**config.mk**
```make
export PLATFORM = sky130hd
export DESIGN_NAME = ebs_ctrl
export DESIGN_NICKNAME = d
export VERILOG_FILES = /design/src/sv/ebs_pkg.sv /design/src/sv/ebs_ctrl.sv
export SDC_FILE = /design/constraint.sdc
export NUM_CORES = 1
export LEC_CHECK = 0
export BUFFER_PORTS_ARGS = -buffer_cell sky130_fd_sc_hd__buf_2
export CAP_MARGIN = 5
export CORE_AREA = 2 2 39 41
export CTS_BUF_LIST = sky130_fd_sc_hd__clkbuf_16
export DETAILED_ROUTE_END_ITERATION = 6
export DIE_AREA = 0 0 41 43
export HOLD_SLACK_MARGIN = 0.15
export PLACE_DENSITY = 0.66
export SYNTH_ARGS = -nofsm -noshare
export SYNTH_HDL_FRONTEND = slang
export SYNTH_SLANG_ARGS = --single-unit
```
**constraint.sdc**
```tcl
create_clock -name clk -period 1.55 [get_ports clk]
set_clock_uncertainty 0.1 [all_clocks]
set_input_delay 0.155 -clock clk [delete_from_list [all_inputs] [get_ports clk]]
set_output_delay 0.155 -clock clk [all_outputs]
set_load 0.02 [all_outputs]
```
**src/sv/ebs_pkg.sv**
```systemverilog
// Shared constants, command codes and control structs for the embedding bag sum block.
package ebs_pkg;

	localparam int ROWS = 1024;
	localparam int DIM  = 16;

	localparam int CMD_W    = 2;
	localparam int ROW_W    = 10;
	localparam int ELEM_W   = 6;
	localparam int WEIGHT_W = 16;
	localparam int SUM_W    = 32;

	localparam int DEPTH  = ROWS * DIM;
	localparam int ADDR_W = (DEPTH > 1) ? $clog2(DEPTH) : 1;
	localparam int IDX_W  = (DIM > 1) ? $clog2(DIM) : 1;

	localparam logic [IDX_W-1:0] IDX_LAST = IDX_W'(DIM - 1);

	localparam logic [CMD_W-1:0] CMD_WRITE  = 2'd0;
	localparam logic [CMD_W-1:0] CMD_LOOKUP = 2'd1;
	localparam logic [CMD_W-1:0] CMD_CLOSE  = 2'd2;

	typedef struct packed {
		logic             wr_en;
		logic             load_row;
		logic             rd_en;
		logic             emit_en;
		logic [IDX_W-1:0] idx;
	} ebs_cmd_t;

	typedef struct packed {
		logic out_free;
	} ebs_sts_t;

	function automatic logic row_ok(input logic [ROW_W-1:0] row);
		return 32'(row) < 32'(ROWS);
	endfunction

	function automatic logic elem_ok(input logic [ELEM_W-1:0] elem);
		return 32'(elem) < 32'(DIM);
	endfunction

endpackage

```
**src/sv/ebs_ctrl.sv**
```systemverilog
// Controller state machine: sequences table writes, row lookups and bag emission.
module ebs_ctrl import ebs_pkg::*; (
	input  logic             clk,
	input  logic             arst_n,
	input  logic             in_valid,
	input  logic [CMD_W-1:0] in_cmd,
	input  logic [ROW_W-1:0] in_row,
	input  logic             in_bag_end,
	output logic             in_ready,
	input  ebs_sts_t         sts,
	output ebs_cmd_t         cmd
);

	localparam logic [1:0] S_IDLE   = 2'd0;
	localparam logic [1:0] S_LOOKUP = 2'd1;
	localparam logic [1:0] S_WAIT   = 2'd2;
	localparam logic [1:0] S_EMIT   = 2'd3;

	logic [1:0]       state_q, state_d;
	logic [IDX_W-1:0] cnt_q, cnt_d;
	logic             bag_q, bag_d;
	logic             accept;

	assign in_ready = (state_q == S_IDLE);
	assign accept   = in_valid && in_ready;

	always_comb begin
		state_d     = state_q;
		cnt_d       = cnt_q;
		bag_d       = bag_q;
		cmd.wr_en    = 1'b0;
		cmd.load_row = 1'b0;
		cmd.rd_en    = 1'b0;
		cmd.emit_en  = 1'b0;
		cmd.idx      = cnt_q;
		unique case (state_q)
			S_IDLE: begin
				if (accept) begin
					cnt_d = '0;
					unique case (in_cmd)
						CMD_WRITE: begin
							cmd.wr_en = 1'b1;
						end
						CMD_LOOKUP: begin
							bag_d = in_bag_end;
							if (row_ok(in_row)) begin
								cmd.load_row = 1'b1;
								state_d      = S_LOOKUP;
							end else if (in_bag_end) begin
								state_d = S_EMIT;
							end
						end
						CMD_CLOSE: begin
							state_d = S_EMIT;
						end
						default: begin
						end
					endcase
				end
			end
			S_LOOKUP: begin
				// one table read per cycle; the add lands in the following cycle
				cmd.rd_en = 1'b1;
				if (cnt_q == IDX_LAST) begin
					cnt_d   = '0;
					state_d = S_WAIT;
				end else begin
					cnt_d = cnt_q + 1'b1;
				end
			end
			S_WAIT: begin
				// let the final element add settle before any read-out
				cnt_d   = '0;
				state_d = bag_q ? S_EMIT : S_IDLE;
			end
			S_EMIT: begin
				if (sts.out_free) begin
					cmd.emit_en = 1'b1;
					if (cnt_q == IDX_LAST) begin
						cnt_d   = '0;
						state_d = S_IDLE;
					end else begin
						cnt_d = cnt_q + 1'b1;
					end
				end
			end
			default: begin
				state_d = S_IDLE;
			end
		endcase
	end

	always_ff @(posedge clk or negedge arst_n) begin
		if (!arst_n) begin
			state_q <= S_IDLE;
			cnt_q   <= '0;
			bag_q   <= 1'b0;
		end else begin
			state_q <= state_d;
			cnt_q   <= cnt_d;
			bag_q   <= bag_d;
		end
	end

endmodule

```
# Yosys cells after proc, flatten, opt, wreduce, memory -nomap -nowiden
# Cells that the tools add are included.
[classes]
add_sub_neg = 1
eq_ne = 11
n_mux = 18
reduce_logical = 6
[op_table]
columns = ["operator", "count"]
rows = [
  ["case mux 4 bit (4 select lines)", 1],
  ["2-to-1 mux 2 bit", 7],
  ["2-to-1 mux 4 bit", 3],
  ["case mux 2 bit (4 select lines)", 1],
  ["equality test 2 bit (second input constant)", 3],
  ["!= test 2 bit (second input constant)", 3],
  ["2-to-1 mux 1 bit", 5],
  ["AND reduction 5 bit", 1],
  ["adder 4 x 1 -> 4 bit (second input constant)", 1],
  ["equality test 2 x 1 -> 1 bit (second input constant)", 2],
  ["equality test 4 bit (second input constant)", 1],
  ["zero test 2 bit", 2],
  ["case mux 2 bit (2 select lines)", 1],
  ["!= test 3 x 1 -> 1 bit (second input constant)", 1],
  ["AND reduction 3 bit", 1],
  ["!= test 2 x 1 -> 1 bit (second input constant)", 1],
  ["AND reduction 2 bit", 1],
  ["logical AND 1 bit", 1],
]
[totals]
regBits = 7
input_bits = 17
out_inout_bits = 9
wordCells = 39

# Longest topological paths before layout
[logic_depth]
depth_word = 4
depth_mapped = 5
mapped_depth_nobuf = 5

# Least setup slack after synthesis
# Ideal clock, no wire load.
[synth_timing]
path_kind = "reg-to-reg"
start = "register state_q[0]"
end = "register state_q[1]"
setup_ns = 0.163
t_arrival_ns = 1.251
required_time_ns = 1.287
path_slack_ns = 0.036
path_stages_with_launch = 5
n_path_buf = 1
period_less_slack_ns = 1.514
path_cell_list = "dfrtp_1 buf_6 inv_2 nor3_1 a211oi_1"
[synth_via]
elab_chain_cells = 4
elab_cells_between_ends = 12
classes_between = "eq/ne (8); mux (1); reduce/logical (3)"
[synth_lines]
columns = ["element", "line_no", "rtl"]
rows = [
  ["start: declaration", "ebs_ctrl.sv:19", "logic [1:0] state_q, state_d;"],
  ["start signal: assignment", "ebs_ctrl.sv:99", "state_q <= state_d;"],
  ["zero test 2 bit", "ebs_ctrl.sv:24, ebs_ctrl.sv:36", ""],
  ["logical AND 1 bit", "ebs_ctrl.sv:25", "assign accept = in_valid && in_ready;"],
  ["!= test 2 x 1 -> 1 bit (no source line)", "--", ""],
  ["AND reduction 5 bit (no source line)", "--", ""],
]
# Parallel ways exist; a longest one is shown, timed or not.
# A chain may end at the register's enable or synchronous reset.

==> results.py <==
metrics = {
    "worst_setup_path": {
        "rr_startpoint": "state_q[1]",
        "crit_path_max_fanout": 10,
        "critPathKind": "reg -> out",
        "worstReg2RegEnd": "bag_q",
        "worstPathRequired_ps": 1290,
        "start_kind": "flop",
        "cp-endpoint": "cmd[4]",
        "reg2reg_slack_ps": 190,
        "crit_start": "state_q[0]",
        "critPathArrivalTime_ps": 1240,
        "endpoint_kind": "output port",
        "rr_worst_depth": 3,
    },
    "die": {
        "die_area_um2": 1760,
        "num_io_pins": 26,
        "die_w_um": 41,
        "core_area_um2": 1380,
        "rows": 14,
        "start_util_pct": 34.2,
        "die_y_um": 43,
    },
    "power_and_ir_drop": {
        "powerDensity_nw_per_um2": 1960,
        "seqPwrFrac_pct": 23.0,
        "swShare_pct": 37.3,
        "total_leakage_power_nw": 0.328,
        "switching_power_uw": 493,
        "vdd_drop_max_mv": 0.709,
        "pwr-share-clk_pct": 31.9,
        "internal-power_uw": 829,
        "combPwrFrac_pct": 45.1,
    },
    "logic_synthesis": {
        "synthArstFlopShare_pct": 100,
        "yosysWarnings": 0,
        "synth_ff_type": "dfrtp_1",
        "syn_nets": 67,
        "synth_seq_cells": 7,
        "syn-instance-count": 49,
        "synth-edff-count": 0,
        "yosysTopAreaCellShare_pct": 37.0,
        "yosysSeqAreaShare_pct": 37.0,
        "synth_area_um2": 473,
        "yosys.area.top_type": "dfrtp_1",
        "yosysUniqueCellTypes": 28,
        "synthTopCellsByArea": "dfrtp_1, buf_6, a31oi_4, mux2i_1, nand3_1",
        "synth_area_per_cell_um2": 9.65,
    },
    "worst_hold_path": {
        "hp-class": "in -> async",
    },
    "timing": {
        "tightest_slew_ps": 227,
        "final.min_clock_period_ps": 1490,
        "relSlewSlack_pct": 84.8,
        "period_share_pct": 96.3,
        "final-max-slew-violation-count": 0,
        "setup_ws_ps": 57.3,
        "clock.fmax_ghz": 0.670,
        "rsz0062_at_grt": "yes",
        "setup_viol": 0,
        "finalHoldViolations": 0,
    },
    "grt": {
        "globalRouteOverflowTotal": 0,
        "grt_first_pass_wirelength_um": 1530,
        "antenna_found_initial": 0,
        "grt_pass1_vias": 403,
        "grt_max_degree": 11,
        "grt_util_all_layers_pct": 13.5,
    },
    "final_layout": {
        "final_cell_mix": "buf_2, dfrtp_1, inv_1",
        "design_area_um2": 673,
        "diodes": 0,
        "drive_gt1_share_pct": 38.6,
        "final_common_cell": "buf_2",
        "nFillCells": 131,
        "multiInputGateArea_um2": 265,
        "regArea_um2": 175,
        "final_nets": 89,
        "area_growth_pct": 42.3,
    },
    "clock_network": {
        "clkSinkCount": 7,
        "post_cts.repair.setup_buffers": 0,
        "h-tree-depth": 1,
        "clk_latency_ps": 230,
        "path_clk_slew_ps": 30,
        "clk_path_buf_depth": 2,
        "cts_tree": "yes",
        "numCtsBuffers": 3,
        "cts_root_buf": "clkbuf_16",
    },
    "place": {
        "io_buffer_count": 15,
        "gp_congestion": 0.642,
        "hpwl_um": 764,
        "placed_cell_area_um2": 561,
        "place_ws_ps": 176,
    },
    "detailed_routing": {
        "wirelength_um": 990,
        "vias": 431,
        "drt-vias-per-instance": 5.01,
        "firstDrtPassIters": 3,
        "avgRoutedWirePerCell_um": 11.5,
        "ant_nets": 0,
        "drc": 0,
        "drt_iter0_drc": 2,
    },
    "job": {
        "max_cap_violations": 0,
    },
    "status": {
        "status": "completed",
    },
}
repair_timing:
action                                  CTS  global route
hold buffers                              2             0
endpoints found under the hold margin     8             0
endpoints found under the setup margin    1             3
pin swaps                                 0             1
cloned                                    0             0
resized for setup                         1             3
critical path, cell delays in order (launching register included):
cell,delay (ps)
dfrtp_1,390
buf_6,170
inv_2,70
nor3_2,210
buf_4,170
per-stage QoR:
step / total power, mW / instances / utilization [%] / hold slack (ps) / setup TNS (ps)
after detailed placement: 0.881 / 80 / 40.5 / -110 / 0
after CTS: 1.33 / 86 / 48.0 / 189 / 0
final: 1.32 / 86 / 48.6 / 188 / 0
after global placement: 0.864 / 80 / 40.5 / -113 / 0
after floorplan: 0.752 / 49 / - / -241 / 0
after global routing: 1.42 / 86 / 48.6 / 201 / -23.7
power groups by stage:
stage | Combinational [mW] | Clock (mW) | Sequential, mW
6_report | 0.596 | 0.422 | 0.304
5_1_grt | 0.661 | 0.444 | 0.314
4_1_cts | 0.593 | 0.433 | 0.303
3_5_place_dp | 0.577 | 0 | 0.303
3_3_place_gp | 0.567 | 0 | 0.297
2_1_floorplan | 0.433 | 0 | 0.320
state kept, by name, summed over array words and instances (netlist names):
name     count
cnt_q        4
state_q      2
bag_q        1
area by class of cell:
cell class	instances	share of cell area, %
Sequential cell	7	26.0
Clock inverter	1	0.558
Multi-Input combinational cell	36	39.4
Timing Repair Buffer	19	17.7
Tap cell	16	2.97
Inverter	4	2.23
Clock buffer	3	11.2
cell families after synthesis:
group / Yosys count / synth area share, %
simple gates: 19 / 24.3
buf+inv: 6 / 7.94
flops: 7 / 37.0
xor+xnor: 1 / 1.85
compound gates: 12 / 18.8
mux: 3 / 7.41
fa+ha+maj: 1 / 2.65
synth_stat cells, types with 2 or more instances:
master    instances
a21oi_1           2
buf_6             2
dfrtp_1           7
inv_1             3
mux2i_1           2
nand2_1           3
nand2b_1          2
nand3_1           3
nor2_1            3
nor2b_1           2
o21ai_0           2
o21ai_1           2
how the worst min path moves through the flow:
| stage | from | to | depth (start not counted) |
|---|---|---|---|
| finish | arst_n | state_q[1] | 2 |
| global route | arst_n | state_q[1] | 2 |
| CTS | arst_n | state_q[1] | 2 |
| detailed placement | arst_n | cnt_q[3] | 1 |
| global placement | arst_n | cnt_q[3] | 1 |
| floorplan | arst_n | bag_q | 0 |
per-layer routing:
| metal | vias to the layer above | track usage, % | share of wire (%) |
|---|---|---|---|
| met2 | 9 | 20.0 | 48 |
| met4 | 0 | 12.0 | 0.81 |
| met3 | 2 | 3.14 | 5.4 |
| met5 | - | 0 | 0 |
| met1 | 204 | 15.2 | 46 |
| li1 | 216 | - | - |
No activity file was read; power rests on OpenSTA's default activity.
